$ cat config.mk
export PLATFORM = sky130hd
export DESIGN_NAME = prad_queue
export DESIGN_NICKNAME = d
export VERILOG_FILES = /design/src/hw/rtl/prad_pkg.sv /design/src/hw/rtl/prad_queue.sv
export SDC_FILE = /design/constraint.sdc
export NUM_CORES = 1
export LEC_CHECK = 0
export ABC_AREA = 1
export BUFFER_PORTS_ARGS = -buffer_cell sky130_fd_sc_hd__buf_2
export CORE_ASPECT_RATIO = 0.8
export CORE_MARGIN = 10
export CORE_UTILIZATION = 50
export DETAILED_ROUTE_END_ITERATION = 12
export GPL_ROUTABILITY_DRIVEN = 0
export HOLD_SLACK_MARGIN = 0.02
export PLACE_DENSITY = 0.77
export SYNTH_ARGS = -nofsm -noshare
export SYNTH_HDL_FRONTEND = slang
export SYNTH_SLANG_ARGS = --single-unit
$ cat constraint.sdc
create_clock -name clk -period 21 [get_ports clk]
set_clock_uncertainty 0.05 [all_clocks]
set_input_delay 1.05 -clock clk [delete_from_list [all_inputs] [get_ports clk]]
set_output_delay 1.05 -clock clk [all_outputs]
set_load 0.03 [all_outputs]
$ cat src/hw/rtl/prad_pkg.sv
// Shared types, codes and helpers of the page region address decoder.
// Used by every module of the block; depends on nothing.
package prad_pkg;

    localparam int PAGE_COUNT_DEF    = 256;
    localparam int HANDLER_SLOTS_DEF = 32;
    localparam int ENTRY_W           = 45;
    localparam int HID_W             = 5;
    localparam int PAGE_FIELD_W      = 8;
    localparam int PAGE_SHIFT        = 24;
    localparam int QUEUE_DEPTH       = 2;
    localparam logic [31:0] WORD_MASK = 32'hFFFF_FFFF;
    localparam logic [1:0]  SIZE_4B   = 2'd2;
    localparam logic [1:0]  SIZE_8B   = 2'd3;

    typedef enum logic [1:0] {
        CMD_ACCESS      = 2'd0,
        CMD_MAP_HANDLER = 2'd1,
        CMD_MAP_BLOCK   = 2'd2,
        CMD_MIRROR      = 2'd3
    } cmd_t;

    typedef enum logic [2:0] {
        ST_OK        = 3'd0,
        ST_BAD_RANGE = 3'd1,
        ST_BAD_MASK  = 3'd2,
        ST_BAD_BASE  = 3'd3,
        ST_OVERLAP   = 3'd4
    } status_t;

    typedef enum logic [1:0] {
        OP_ACCESS,
        OP_FILL,
        OP_MIRROR,
        OP_REPORT
    } op_kind_t;

    typedef enum logic [2:0] {
        B_IDLE,
        B_READ,
        B_EMIT2,
        B_FILL,
        B_MREAD,
        B_MWRITE,
        B_DONE
    } back_state_t;

    typedef struct packed {
        cmd_t                     cmd;
        logic [31:0]              addr;
        logic [1:0]               size_code;
        logic                     is_write;
        logic [63:0]              write_data;
        logic [PAGE_FIELD_W-1:0]  start_page;
        logic [PAGE_FIELD_W-1:0]  end_page;
        logic [8:0]               region_pages;
        logic [PAGE_FIELD_W-1:0]  dest_page;
        logic [HID_W-1:0]         handler_num;
        logic [47:0]              block_base;
        logic [31:0]              block_mask;
    } req_t;

    typedef struct packed {
        op_kind_t                 kind;
        logic [31:0]              addr;
        logic [1:0]               size_code;
        logic                     is_write;
        logic [63:0]              write_data;
        logic [PAGE_FIELD_W-1:0]  page;
        logic [PAGE_FIELD_W-1:0]  last_page;
        logic [PAGE_FIELD_W-1:0]  dest;
        logic [8:0]               count;
        logic [ENTRY_W-1:0]       entry;
        status_t                  status;
    } op_t;

    typedef struct packed {
        logic                     to_memory;
        logic [47:0]              host_address;
        logic [HID_W-1:0]         route_handler;
        logic [31:0]              handler_address;
        logic [1:0]               handler_size;
        logic                     access_write;
        logic [63:0]              piece_data;
        logic                     last;
        status_t                  status;
    } res_t;

    // Shift k with mask == all-ones >> k, or 32 when the mask has no such form.
    function automatic logic [5:0] mask_shift(input logic [31:0] mask);
        logic [5:0] k;
        k = 6'd32;
        for (int i = 31; i >= 0; i--) begin
            if (mask == (WORD_MASK >> i)) begin
                k = 6'(i);
            end
        end
        return k;
    endfunction

endpackage

$ cat src/hw/rtl/prad_queue.sv
// Short queue of decoded operations between the front and back parts.
// Depends on prad_pkg.
module prad_queue (
    input  logic           clk,
    input  logic           rst_n,
    input  logic           push,
    input  prad_pkg::op_t  push_op,
    output logic           full,
    input  logic           pop,
    output prad_pkg::op_t  head,
    output logic           empty
);
    import prad_pkg::*;

    localparam int AW = (QUEUE_DEPTH > 1) ? $clog2(QUEUE_DEPTH) : 1;
    localparam int LW = $clog2(QUEUE_DEPTH + 1);

    op_t           slot_reg [QUEUE_DEPTH];
    logic [AW-1:0] wr_ptr_reg, wr_ptr_next;
    logic [AW-1:0] rd_ptr_reg, rd_ptr_next;
    logic [LW-1:0] level_reg, level_next;

    assign full  = (level_reg == LW'(QUEUE_DEPTH));
    assign empty = (level_reg == '0);
    assign head  = slot_reg[rd_ptr_reg];

    always_comb
    begin
        wr_ptr_next = wr_ptr_reg;
        rd_ptr_next = rd_ptr_reg;
        level_next  = level_reg;
        if (push) begin
            wr_ptr_next = (wr_ptr_reg == AW'(QUEUE_DEPTH - 1)) ? '0 : wr_ptr_reg + 1'b1;
        end
        if (pop) begin
            rd_ptr_next = (rd_ptr_reg == AW'(QUEUE_DEPTH - 1)) ? '0 : rd_ptr_reg + 1'b1;
        end
        if (push && !pop) begin
            level_next = level_reg + 1'b1;
        end else if (pop && !push) begin
            level_next = level_reg - 1'b1;
        end
    end

    always_ff @(posedge clk or negedge rst_n)
    begin
        if (!rst_n) begin
            wr_ptr_reg <= '0;
            rd_ptr_reg <= '0;
            level_reg  <= '0;
        end else begin
            wr_ptr_reg <= wr_ptr_next;
            rd_ptr_reg <= rd_ptr_next;
            level_reg  <= level_next;
        end
    end

    always_ff @(posedge clk)
    begin
        if (push) begin
            slot_reg[wr_ptr_reg] <= push_op;
        end
    end

endmodule

==> impl_metrics.xml <==
<?xml version="1.0" encoding="UTF-8"?>
<metrics>
  <group name="clock_tree">
    <metric name="post_cts_resized" unit="">0</metric>
    <metric name="clk_pin_slew_worst_paths" unit="ns">0.06</metric>
    <metric name="num_cts_buffers" unit="">36</metric>
    <metric name="clock_sinks" unit="">368</metric>
    <metric name="root_driver" unit="">sky130_fd_sc_hd__clkbuf_16</metric>
    <metric name="number_of_setup_buffers_added_after_cts" unit="">0</metric>
    <metric name="clockBufferDepth" unit="">3</metric>
    <metric name="cts-htree-levels" unit="">2</metric>
    <metric name="ctsHoldBuffers" unit="">0</metric>
    <metric name="clkLatencyLatePin" unit="ns">0.49</metric>
    <metric name="cts_tree" unit="">yes</metric>
  </group>
  <group name="global_route">
    <metric name="grt_usage" unit="%">16.54</metric>
    <metric name="first_global_vias" unit="">7546</metric>
    <metric name="grt_antenna_before_repair" unit="">9</metric>
    <metric name="grt_start_max_net_pins" unit="">81</metric>
    <metric name="grt_pass1_wl" unit="microns">43660</metric>
    <metric name="globalRoute.totalOverflow" unit="">0</metric>
  </group>
  <group name="synth">
    <metric name="synth-seq-area-share" unit="%">82.28</metric>
    <metric name="yosys.area_share.xor_xnor" unit="%">0.1960</metric>
    <metric name="ys_async_sr_fraction" unit="%">1.087</metric>
    <metric name="synth-adder-area-share" unit="%">0.09334</metric>
    <metric name="yosys_warnings" unit="">0</metric>
    <metric name="synth_area_per_cell" unit="sq um">22.68</metric>
    <metric name="synth_top_family_by_area" unit="">multiplexers</metric>
    <metric name="synthFlopType" unit="">sky130_fd_sc_hd__edfxtp_1</metric>
    <metric name="synthTopCellsByCount" unit="">sky130_fd_sc_hd__edfxtp_1, sky130_fd_sc_hd__mux2_2, sky130_fd_sc_hd__buf_6, sky130_fd_sc_hd__inv_1, sky130_fd_sc_hd__nand2_1</metric>
    <metric name="yosys.area_share.simple" unit="%">0.3080</metric>
    <metric name="synth.most_common_cell" unit="">sky130_fd_sc_hd__edfxtp_1</metric>
    <metric name="synth.net_count" unit="">778</metric>
    <metric name="mappedNetlistArea" unit="sq um">13410</metric>
    <metric name="synth_edf_count" unit="">364</metric>
    <metric name="ys_top_cells_by_area" unit="">sky130_fd_sc_hd__edfxtp_1, sky130_fd_sc_hd__mux2_2, sky130_fd_sc_hd__buf_6</metric>
    <metric name="muxShareOfSynthArea" unit="%">15.29</metric>
    <metric name="synth_top_area_share" unit="%">81.54</metric>
    <metric name="synthCells" unit="">591</metric>
    <metric name="synth_seq_cells" unit="">368</metric>
    <metric name="yosysTopAreaCell" unit="">sky130_fd_sc_hd__edfxtp_1</metric>
    <metric name="synth-compound-area-share" unit="%">0</metric>
    <metric name="synth_cell_type_count" unit="">13</metric>
  </group>
  <group name="die">
    <metric name="fp.dieH" unit="microns">166.5</metric>
    <metric name="die_width" unit="microns">203.1</metric>
    <metric name="ios" unit="">370</metric>
    <metric name="placementRows" unit="">53</metric>
    <metric name="die_area" unit="sq um">33800</metric>
    <metric name="design.core.area" unit="sq um">26330</metric>
    <metric name="initial_core_utilization" unit="%">50.92</metric>
  </group>
  <group name="drt">
    <metric name="detailedRoute.firstIterationViolations" unit="">337</metric>
    <metric name="postRouteWirelength" unit="microns">29020</metric>
    <metric name="first_pass_iters" unit="">7</metric>
    <metric name="drc_errors" unit="">0</metric>
    <metric name="avgViaCountPerCell" unit="">5.007</metric>
    <metric name="per_cell_routed_wire_length" unit="microns">21.12</metric>
    <metric name="ant_nets" unit="">0</metric>
    <metric name="routed-via-count" unit="">6879</metric>
  </group>
  <group name="sta">
    <metric name="hold_ws" unit="ns">0.3134</metric>
    <metric name="max_slew_violation_count" unit="">0</metric>
    <metric name="hold_viol" unit="">0</metric>
    <metric name="fin_crit_sh" unit="%">18.53</metric>
    <metric name="max_freq" unit="MHz">257.0</metric>
    <metric name="finalCriticalPeriod" unit="ns">3.891</metric>
    <metric name="timing.final.setup_violations" unit="">0</metric>
    <metric name="layout_setup_ws" unit="ns">17.11</metric>
    <metric name="fin_setup_tns" unit="ns">0</metric>
    <metric name="rsz_0062_raised_after_global_routing" unit="">false</metric>
    <metric name="relative_slew_slack" unit="%">23.72</metric>
    <metric name="tightest_slew" unit="ns">1.142</metric>
  </group>
  <group name="worst_setup_path">
    <metric name="critPathRequiredTime" unit="ns">19.90</metric>
    <metric name="timing.setup.critical_path_class" unit="">reg2out</metric>
    <metric name="timing.critical_path.max_delay_family" unit="">buffers and inverters</metric>
    <metric name="critPathBufInv" unit="">2</metric>
    <metric name="worst-path-max-fanout" unit="">80</metric>
    <metric name="path_cells" unit="">buf_4 -&gt; mux2_2 -&gt; buf_2</metric>
    <metric name="critical_path_arrival" unit="ns">2.79</metric>
    <metric name="cp-end-kind" unit="">output port</metric>
    <metric name="start_kind" unit="">register</metric>
    <metric name="cell_with_the_largest_stage_delay_on_the_worst_path" unit="">sky130_fd_sc_hd__buf_4</metric>
    <metric name="worst_path_largest_cell_delay" unit="ns">0.84</metric>
  </group>
  <group name="place">
    <metric name="place.port_buffers" unit="">369</metric>
    <metric name="pre_cts_slack" unit="ns">17.41</metric>
    <metric name="detailed_place_hpwl" unit="microns">20410</metric>
    <metric name="placedCellCount" unit="">1303</metric>
  </group>
  <group name="status">
    <metric name="outcome" unit="">complete, no violations</metric>
  </group>
  <group name="layout">
    <metric name="final_layout_size_suffix_gt1_share" unit="%">60.16</metric>
    <metric name="fin_nets" unit="">1171</metric>
    <metric name="largest_register_ffs" unit="">364</metric>
    <metric name="fin_util" unit="%">63.33</metric>
    <metric name="area.growth.synth_to_final" unit="%">24.37</metric>
    <metric name="stdcell_count" unit="">1374</metric>
  </group>
  <group name="power_and_ir_drop">
    <metric name="leakagePower" unit="nW">6.284</metric>
    <metric name="worst_ir_drop_vdd" unit="V">0.0001295</metric>
    <metric name="power_density" unit="nW/um^2">148.7</metric>
  </group>
  <group name="run">
    <metric name="cap_viol_max_count" unit="">0</metric>
  </group>
  <group name="worst_hold_path">
    <metric name="hp-class" unit="">in2async</metric>
  </group>
</metrics>
where the power goes:
group          internal (W)  total, W  switching (W)
clock network      0.000357  0.000604       0.000248
registers          0.000976   0.00102      0.0000419
logic              0.000279  0.000856       0.000577
total               0.00161   0.00248       0.000866
path summary, 6_finish.rpt:
path | cells after the start | startpoint | to | slack (ns)
setup / recovery | 3 | rd_ptr_reg$_DFFE_PN0P_ | head[168] | 17.11
hold / removal | 1 | rst_n | wr_ptr_reg$_DFFE_PN0P_ | 0.31
setup reg to reg | 2 | wr_ptr_reg$_DFFE_PN0P_ | slot_reg[0][139]$_DFFE_PP_ | 18.25
hold reg to reg | 1 | wr_ptr_reg$_DFFE_PN0P_ | wr_ptr_reg$_DFFE_PN0P_ | 0.49
max in group asynchronous | 1 | rst_n | rd_ptr_reg$_DFFE_PN0P_ | 20.44
min in group clk | 1 | wr_ptr_reg$_DFFE_PN0P_ | wr_ptr_reg$_DFFE_PN0P_ | 0.49
cells in the final DEF, fill, tap and decap left out:
cell type                   netlist  final
sky130_fd_sc_hd__diode_2          0      8
sky130_fd_sc_hd__nor2_1           3      2
sky130_fd_sc_hd__nor2_4           0      1
sky130_fd_sc_hd__inv_1            7      6
sky130_fd_sc_hd__clkinv_1         0     11
sky130_fd_sc_hd__nand4_1          1      1
sky130_fd_sc_hd__bufinv_16        0      3
sky130_fd_sc_hd__edfxtp_1       364    364
sky130_fd_sc_hd__clkbuf_1         0      5
sky130_fd_sc_hd__clkinv_2         0      7
sky130_fd_sc_hd__xnor2_1          1      1
sky130_fd_sc_hd__xor2_1           2      2
sky130_fd_sc_hd__nand2_1          5      5
sky130_fd_sc_hd__dfrtp_4          0      1
sky130_fd_sc_hd__dfrtp_1          4      3
sky130_fd_sc_hd__buf_4            0      6
sky130_fd_sc_hd__nand3_1          1      1
sky130_fd_sc_hd__clkbuf_16        0     37
sky130_fd_sc_hd__ha_1             1      1
sky130_fd_sc_hd__inv_6            0      1
sky130_fd_sc_hd__buf_2            1    369
sky130_fd_sc_hd__mux2_2         182    182
metrics by stage:
stage	power, W	area [sq um]
5_1_grt	0.002587	16660
3_3_place_gp	0.001893	15540
6_report	0.002479	16670
3_5_place_dp	0.001901	15540
2_1_floorplan	0.001704	13410
4_1_cts	0.002511	16650
per-layer routing:
metal  global-route usage (%)  up-vias  part of all wire, %
met5                        0        -                 0.14
met4                    4.890        6                  2.3
li1                         -     3141                    -
met1                    20.14     3392                   39
met2                    26.85      286                   48
met3                    6.438       54                   11
logic make-up (layout without fill, tap and decap cells):
group         after synthesis  after routing
xor+xnor                    3              3
fa+ha+maj                   1              1
buf+inv                    27            445
flops                     368            368
mux                       182            182
other cells                 0              8
simple gates               10             10
area by class of cell:
| cell class | count | area (sq um) |
|---|---|---|
| sequential | 368 | 11030 |
| multi-input combinational | 196 | 2137 |
| antenna | 8 | 20.02 |
| tap | 357 | 446.7 |
| clock inverter | 21 | 166.4 |
| timing repair buffer | 375 | 1892 |
| inverter | 7 | 31.28 |
| fill | 1839 | 9654 |
| clock buffer | 42 | 944.7 |
Power figures use the tool's default switching activity.
