<file path="config.mk">
export PLATFORM = sky130hd
export DESIGN_NAME = prad_front
export DESIGN_NICKNAME = d
export VERILOG_FILES = /design/src/hw/rtl/prad_pkg.sv /design/src/hw/rtl/prad_front.sv
export SDC_FILE = /design/constraint.sdc
export NUM_CORES = 1
export LEC_CHECK = 0
export BUFFER_PORTS_ARGS = -buffer_cell sky130_fd_sc_hd__clkbuf_2
export CAP_MARGIN = 15
export CORE_AREA = 2 2 156 158
export DETAILED_ROUTE_END_ITERATION = 10
export DIE_AREA = 0 0 158 160
export GPL_TIMING_DRIVEN = 0
export SYNTH_ARGS = -nofsm -noshare
export SYNTH_HDL_FRONTEND = slang
export SYNTH_SLANG_ARGS = --single-unit
</file>
<file path="constraint.sdc">
create_clock -name vclk -period 4.5
set_input_delay 1.35 -clock vclk [all_inputs]
set_output_delay 1.35 -clock vclk [all_outputs]
set_load 0.005 [all_outputs]
</file>
<file path="src/hw/rtl/prad_pkg.sv">
// Shared types, codes and helpers of the page region address decoder.
// Used by every module of the block; depends on nothing.
package prad_pkg;

    localparam int PAGE_COUNT_DEF    = 256;
    localparam int HANDLER_SLOTS_DEF = 32;
    localparam int ENTRY_W           = 45;
    localparam int HID_W             = 5;
    localparam int PAGE_FIELD_W      = 8;
    localparam int PAGE_SHIFT        = 24;
    localparam int QUEUE_DEPTH       = 2;
    localparam logic [31:0] WORD_MASK = 32'hFFFF_FFFF;
    localparam logic [1:0]  SIZE_4B   = 2'd2;
    localparam logic [1:0]  SIZE_8B   = 2'd3;

    typedef enum logic [1:0] {
        CMD_ACCESS      = 2'd0,
        CMD_MAP_HANDLER = 2'd1,
        CMD_MAP_BLOCK   = 2'd2,
        CMD_MIRROR      = 2'd3
    } cmd_t;

    typedef enum logic [2:0] {
        ST_OK        = 3'd0,
        ST_BAD_RANGE = 3'd1,
        ST_BAD_MASK  = 3'd2,
        ST_BAD_BASE  = 3'd3,
        ST_OVERLAP   = 3'd4
    } status_t;

    typedef enum logic [1:0] {
        OP_ACCESS,
        OP_FILL,
        OP_MIRROR,
        OP_REPORT
    } op_kind_t;

    typedef enum logic [2:0] {
        B_IDLE,
        B_READ,
        B_EMIT2,
        B_FILL,
        B_MREAD,
        B_MWRITE,
        B_DONE
    } back_state_t;

    typedef struct packed {
        cmd_t                     cmd;
        logic [31:0]              addr;
        logic [1:0]               size_code;
        logic                     is_write;
        logic [63:0]              write_data;
        logic [PAGE_FIELD_W-1:0]  start_page;
        logic [PAGE_FIELD_W-1:0]  end_page;
        logic [8:0]               region_pages;
        logic [PAGE_FIELD_W-1:0]  dest_page;
        logic [HID_W-1:0]         handler_num;
        logic [47:0]              block_base;
        logic [31:0]              block_mask;
    } req_t;

    typedef struct packed {
        op_kind_t                 kind;
        logic [31:0]              addr;
        logic [1:0]               size_code;
        logic                     is_write;
        logic [63:0]              write_data;
        logic [PAGE_FIELD_W-1:0]  page;
        logic [PAGE_FIELD_W-1:0]  last_page;
        logic [PAGE_FIELD_W-1:0]  dest;
        logic [8:0]               count;
        logic [ENTRY_W-1:0]       entry;
        status_t                  status;
    } op_t;

    typedef struct packed {
        logic                     to_memory;
        logic [47:0]              host_address;
        logic [HID_W-1:0]         route_handler;
        logic [31:0]              handler_address;
        logic [1:0]               handler_size;
        logic                     access_write;
        logic [63:0]              piece_data;
        logic                     last;
        status_t                  status;
    } res_t;

    // Shift k with mask == all-ones >> k, or 32 when the mask has no such form.
    function automatic logic [5:0] mask_shift(input logic [31:0] mask);
        logic [5:0] k;
        k = 6'd32;
        for (int i = 31; i >= 0; i--) begin
            if (mask == (WORD_MASK >> i)) begin
                k = 6'(i);
            end
        end
        return k;
    endfunction

endpackage

</file>
<file path="src/hw/rtl/prad_front.sv">
// Front part: classifies one request into a decoded operation and runs the checks.
// Depends on prad_pkg.
module prad_front #(
    parameter int PAGE_COUNT    = prad_pkg::PAGE_COUNT_DEF,
    parameter int HANDLER_SLOTS = prad_pkg::HANDLER_SLOTS_DEF
) (
    input  prad_pkg::req_t req,
    output prad_pkg::op_t  op
);
    import prad_pkg::*;

    localparam int PW = $clog2(PAGE_COUNT);

    logic [PW-1:0]    pmod_tab [256];
    logic [HID_W-1:0] hmod_tab [32];

    // Constant reduction tables: page number and handler id modulo their counts
    for (genvar g = 0; g < 256; g++) begin : g_pmod
        assign pmod_tab[g] = PW'(g % PAGE_COUNT);
    end
    for (genvar h = 0; h < 32; h++) begin : g_hmod
        assign hmod_tab[h] = HID_W'(h % HANDLER_SLOTS);
    end

    logic [5:0] k;
    logic       map_bad;
    logic       base_bad;
    logic [9:0] mirror_top;
    logic       mirror_bad;
    logic       overlap;

    always_comb
    begin
        k          = mask_shift(req.block_mask);
        map_bad    = (req.start_page > req.end_page)
                     || ({1'b0, req.end_page} >= 9'(PAGE_COUNT));
        base_bad   = (req.block_base[7:0] != 8'd0) || (req.block_base == 48'd0);
        mirror_top = {2'b00, req.start_page} + {1'b0, req.region_pages};
        mirror_bad = (req.region_pages == 9'd0) || (mirror_top > 10'(PAGE_COUNT));
        overlap    = (req.region_pages == 9'd1) && (req.dest_page == req.start_page);

        op            = '0;
        op.kind       = OP_REPORT;
        op.status     = ST_OK;
        op.addr       = req.addr;
        op.size_code  = req.size_code;
        op.is_write   = req.is_write;
        op.write_data = req.write_data;
        op.page       = req.start_page;
        op.last_page  = req.end_page;
        op.dest       = PAGE_FIELD_W'(pmod_tab[req.dest_page]);
        op.count      = req.region_pages;

        unique case (req.cmd) inside
            CMD_ACCESS:
            begin
                op.kind = OP_ACCESS;
                op.page = PAGE_FIELD_W'(pmod_tab[req.addr[PAGE_SHIFT +: PAGE_FIELD_W]]);
            end
            CMD_MAP_HANDLER, CMD_MAP_BLOCK:
            begin
                if (map_bad) begin
                    op.status = ST_BAD_RANGE;
                end else if (req.cmd == CMD_MAP_BLOCK && base_bad) begin
                    op.status = ST_BAD_BASE;
                end else if (req.cmd == CMD_MAP_BLOCK && k[5]) begin
                    op.status = ST_BAD_MASK;
                end else begin
                    op.kind  = OP_FILL;
                    op.entry = (req.cmd == CMD_MAP_HANDLER)
                               ? ENTRY_W'(hmod_tab[req.handler_num])
                               : {req.block_base[47:8], k[4:0]};
                end
            end
            CMD_MIRROR:
            begin
                if (mirror_bad) begin
                    op.status = ST_BAD_RANGE;
                end else if (overlap) begin
                    op.status = ST_OVERLAP;
                end else begin
                    op.kind = OP_MIRROR;
                end
            end
            default:
            begin
                op.kind = OP_REPORT;
            end
        endcase
    end

endmodule

</file>
==> impl_metrics.json, run 1 <==
{
  "cp_num_buf_inv": 2,
  "dr.pass1.iters": 4,
  "period_share": 1.06,
  "fill_cells": 2614,
  "portBuffers": 309,
  "cts_hold_buf": 0,
  "numPlacedInstances": 1125,
  "rsz0062_at_grt": "true",
  "drt_wl_total_um": 18400,
  "vdd_ir_drop_max_mv": 0.0769,
  "syn_nets": 732,
  "rows": 57,
  "synth_cell_types": 63,
  "drive_gt1_frac": 0.720,
  "ant_nets": 0,
  "failed_checks": "setup timing",
  "cpPeakStageDelay_ns": 0.39,
  "tightest_slew_ns": 1.17,
  "critPathCaptureType": "output pin",
  "drc": 0,
  "power.density_nw_per_um2": 99.1,
  "die_y_um": 160,
  "die_x_um": 158,
  "crit_fanout": 3,
  "initial_core_util": 0.152,
  "regArea_sq_um": 0,
  "ios": 401,
  "layout_min_cycle_time_ns": 4.78,
  "max_freq_mhz": 209,
  "synthCells": 492,
  "finalSetupViolCount": 50,
  "area_growth_pct": 89.0,
  "cp_top_family": "compound AO/OA/AOI/OAI gates",
  "fin_nets": 1085,
  "grt_usage": 0.134,
  "p_total_mw": 0.677,
  "crit_path_start_kind": "primary input",
  "syn-cell-area_sq_um": 3610,
  "slew_violations": 0,
  "grt_pass1_wl_um": 26500,
  "crit_path_top_delay_cell": "a221o_1",
  "grt_start_max_net_pins": 11,
  "crit_end": "op[2]",
  "instances_no_fill": 1168,
  "crit_required_ns": 3.15,
  "gp_congestion": 0.846,
  "wl_per_cell_um": 15.7,
  "maxCapViolCount": 0,
  "dp_hpwl_um": 14900,
  "clock_buffers": 0,
  "vias": 4822,
  "seq_cells": 0,
  "hp-class": "primary input to output pin",
  "antenna_found_initial": 1,
  "grt_pass1_vias": 4755,
  "fin_util": 0.287,
  "worst-path-stages": 10,
  "path_cells": "buf_8 > ha_4 > and3_4 > a221o_1 > o41ai_4 > xnor2_1 > nor3_2 > nand2_1 > a2111oi_4 > buf_2",
  "cp-startpoint": "req[96]",
  "finalWorstSetupSlack_ns": -0.284,
  "drt_iter0_drc": 146,
  "p_leak_nw": 3.38,
  "relSlewSlack": 0.218,
  "post_synth.cell_area_avg_sq_um": 7.34,
  "via_per_inst": 4.13,
  "core_sq_um": 23800,
  "critPathKind": "primary input to output pin",
  "worstPathArrival_ns": 3.43,
  "status": "finished, violations left",
  "finalSetupTns_ns": -9.88,
  "dieArea_sq_um": 25300,
  "finalHoldViolCount": 0,
  "yosysSeqAreaShare": 0,
  "grt_overflow_total": 0,
  "ys_warn_count": 0
}
final cells by class:
type	instances	area [sq um]	area share
tap	324	405	0.0594
inverter	58	218	0.0319
antenna	1	2.50	0.000367
timing repair buffer	351	2100	0.308
buffer	140	1030	0.152
multi-input combinational	294	3060	0.449
routing by layer:
layer	track usage	vias to the layer above	wire length (um)
li1	-	2363	-
met1	0.171	2243	7740
met2	0.248	204	9470
met3	0.0119	12	941
met4	0.0135	0	242
met5	0	-	0
cells in the final DEF, fill, tap and decap left out, drive strengths merged, types with 2 or more instances in the layout:
cell       n
clkbuf   267
buf      224
nor4      66
inv       58
nand2     30
ha        20
nor2      18
nor3      18
o21ai     16
nand3     14
a21oi     13
xnor2     11
nand4     11
mux2       7
a21o       6
or2        5
nand2b     3
a2111oi    3
and2       3
nor4b      3
nor2b      3
o221ai     3
and3       3
xor2       3
nand4b     2
o31ai      2
or4        2
a31oi      2
o22ai      2
o21bai     2
a221oi     2
o32ai      2
Yosys cell counts, types with 2 or more instances:
| master | count | area share |
|---|---|---|
| nor3_1 | 12 | 0.017 |
| mux2_2 | 7 | 0.022 |
| nand2b_1 | 3 | 0.0052 |
| or2_2 | 5 | 0.0087 |
| buf_4 | 124 | 0.26 |
| a2111oi_2 | 2 | 0.0083 |
| nor4_1 | 25 | 0.043 |
| o21bai_1 | 2 | 0.0042 |
| clkbuf_1 | 11 | 0.011 |
| nand2_1 | 30 | 0.031 |
| xor2_1 | 3 | 0.0073 |
| nor4b_1 | 2 | 0.0049 |
| o221ai_1 | 3 | 0.0073 |
| nand4_1 | 10 | 0.017 |
| and2_1 | 3 | 0.0052 |
| or4_1 | 2 | 0.0042 |
| ha_1 | 20 | 0.069 |
| nand4b_1 | 2 | 0.0049 |
| nor3_2 | 6 | 0.017 |
| inv_1 | 58 | 0.060 |
| a21o_1 | 6 | 0.012 |
| xnor2_1 | 11 | 0.027 |
| and3_1 | 3 | 0.0052 |
| buf_6 | 5 | 0.016 |
| a31oi_1 | 2 | 0.0035 |
| a21oi_1 | 13 | 0.018 |
| nor2b_1 | 3 | 0.0052 |
| o21ai_0 | 14 | 0.019 |
| nor4_2 | 39 | 0.14 |
| o21ai_1 | 2 | 0.0028 |
| nor2_1 | 17 | 0.018 |
| o22ai_1 | 2 | 0.0035 |
| nor4_4 | 2 | 0.012 |
| nand3_1 | 13 | 0.018 |
| o32ai_1 | 2 | 0.0049 |
kinds of logic (layout without fill, tap and decap cells):
logic type,count (synthesis),in the layout,share of synthesized area
adder cells (fa/ha/maj),21,21,0.0748
other,0,1,0
AND/OR/NAND/NOR,185,185,0.374
multiplexers,8,8,0.0246
buffers and inverters,199,549,0.346
XOR/XNOR,14,14,0.0339
AO/OA/AOI/OAI,65,66,0.147
worst min path at each step:
| stage | from | end | depth (start not counted) |
|---|---|---|---|
| 3_5_place_dp | req[130] | op[93] | 2 |
| 3_3_place_gp | req[158] | op[121] | 2 |
| 5_1_grt | req[206] | op[169] | 2 |
| 2_1_floorplan | req[78] | op[46] | 2 |
| 6_report | req[170] | op[133] | 2 |
| 4_1_cts | req[170] | op[133] | 2 |
what timing repair did:
action / 4_1_cts / 5_1_grt
endpoints found under the setup margin: 50 / 50
hold endpoints to repair: 0 / 0
setup buffers: 28 / 10
gates cloned: 4 / 1
pin swaps: 36 / 24
gates resized for setup: 87 / 130
where the power goes:
group	internal, mW	total (mW)	leakage (nW)	switching [mW]
sequential	0	0	0	0
clock	0.0000000297	0.0000000297	0.00000634	0
combinational	0.335	0.677	3.38	0.341
total	0.335	0.677	3.38	0.341
stage by stage:
stage,setup slack [ns],cell area (sq um),hold WS (ns)
after detailed placement,-0.810,5640,2.87
after CTS,-0.309,6380,2.87
after global routing,-0.404,6820,2.87
after floorplan,-0.0124,3680,2.78
after global placement,-0.764,5640,2.87
final,-0.284,6830,2.87
(Power assumes the default switching activity.)
==> inputs of run 2 (changes only) <==
==> constraint.sdc (replaced) <==
create_clock -name vclk -period 4.5
set_input_delay 0.45 -clock vclk [all_inputs]
set_output_delay 0.45 -clock vclk [all_outputs]
set_load 0.005 [all_outputs]
==> impl_metrics.json, run 2 (synthesized netlist as in run 1, its figures left out) <==
{
  "status": "finished, final reports clean",
  "maxCapViolCount": 0,
  "initial_core_util": 0.152,
  "vias": 4543,
  "power.density_nw_per_um2": 91.7,
  "dieArea_sq_um": 25300,
  "cp_num_buf_inv": 3,
  "finalWorstSetupSlack_ns": 1.24,
  "area_growth_pct": 54.0,
  "hp-class": "primary input to output pin",
  "portBuffers": 309,
  "critPathCaptureType": "output pin",
  "p_switching_mw": 0.260,
  "drive_gt1_frac": 0.638,
  "p_clk_frac": 0,
  "placed_area_sq_um": 5560,
  "insertedDiodeCount": 0,
  "worstPathArrival_ns": 2.81,
  "cp_top_family": "compound AO/OA/AOI/OAI gates",
  "dp_slack_ns": 1.00,
  "regArea_sq_um": 0,
  "power.internal_mw": 0.251,
  "relSlewSlack": 0.342,
  "grt_start_max_net_pins": 11,
  "grt_pass1_vias": 4123,
  "via_per_inst": 4.04,
  "final_cell_mix": "clkbuf_2, buf_4, inv_1, nor4_2, nand2_1",
  "grt_usage": 0.111,
  "wl_per_cell_um": 13.8,
  "dr.pass1.iters": 4,
  "switching_share": 0.509,
  "finalSetupViolCount": 0,
  "rows": 57,
  "gp_congestion": 0.865,
  "vdd_ir_drop_max_mv": 0.0359,
  "max_freq_mhz": 306,
  "crit_path_start_kind": "primary input",
  "p_leak_nw": 2.88,
  "seq_power_share": 0,
  "layout_min_cycle_time_ns": 3.26,
  "holdWs_ns": 1.07,
  "critPathKind": "primary input to output pin",
  "p_total_mw": 0.510,
  "core_sq_um": 23800,
  "period_share": 0.725,
  "grt_overflow_total": 0,
  "die_y_um": 160,
  "drt_wl_total_um": 15600,
  "layout_commonest_cell": "clkbuf_2",
  "path_cells": "clkbuf_2 > ha_1 > inv_1 > fa_1 > nor2b_1 > o221ai_1 > a21oi_1 > xor2_1 > o21ai_0 > a31o_2 > a21oi_1 > clkbuf_2",
  "slew_violations": 0,
  "antenna_found_initial": 0,
  "crit_path_top_delay_cell": "fa_1",
  "grt_pass1_wl_um": 22500,
  "finalHoldViolCount": 0,
  "die_x_um": 158,
  "fin_nets": 1043,
  "p_comb_frac": 1.000,
  "ant_nets": 0,
  "seq_cells": 0,
  "drc": 0,
  "cts_hold_buf": 0,
  "ios": 401,
  "tightest_slew_ns": 0.988,
  "clock_buffers": 0,
  "cpPeakStageDelay_ns": 0.40,
  "dp_hpwl_um": 13900,
  "crit_fanout": 5,
  "final_area_sq_um": 5560,
  "finalSetupTns_ns": 0,
  "ctsResizeCount": 0,
  "postCtsSetupRepairBufs": 0,
  "crit_required_ns": 4.05,
  "rsz0062_at_grt": "false",
  "drt_iter0_drc": 286
}
-- run 2: worst paths after layout --
kind,slack (ns),from,depth (start not counted),to
worst min-delay path,1.07,req[188],2,op[151]
worst max-delay path,1.24,req[93],12,op[0]
-- run 2: cell type report --
cell class	instances	area (sq um)
timing repair buffer	309	1550
multi-input combinational	293	2360
fill	2710	18300
tap	324	405
buffer	141	1030
inverter	58	218
-- run 2: metal layers --
| layer | vias to the layer above | global-route usage | routed length (um) |
|---|---|---|---|
| met5 | - | 0 | 0 |
| met4 | 0 | 0.00287 | 31 |
| met3 | 2 | 0.00597 | 1130 |
| met2 | 232 | 0.202 | 7640 |
| met1 | 2051 | 0.153 | 6770 |
| li1 | 2258 | - | - |
-- run 2: per-stage QoR --
| step | instances | util |
|---|---|---|
| CTS | 1125 | 0.234 |
| global placement | 1125 | 0.234 |
| detailed placement | 1125 | 0.234 |
| floorplan | 492 | - |
| finish | 1125 | 0.234 |
| global route | 1125 | 0.234 |
-- run 2: power groups by stage --
stage | Combinational (mW) | Sequential [mW] | Clock [mW]
finish | 0.510 | 0 | 0
detailed placement | 0.517 | 0 | 0
global route | 0.565 | 0 | 0
global placement | 0.514 | 0 | 0
floorplan | 0.290 | 0 | 0
CTS | 0.519 | 0 | 0
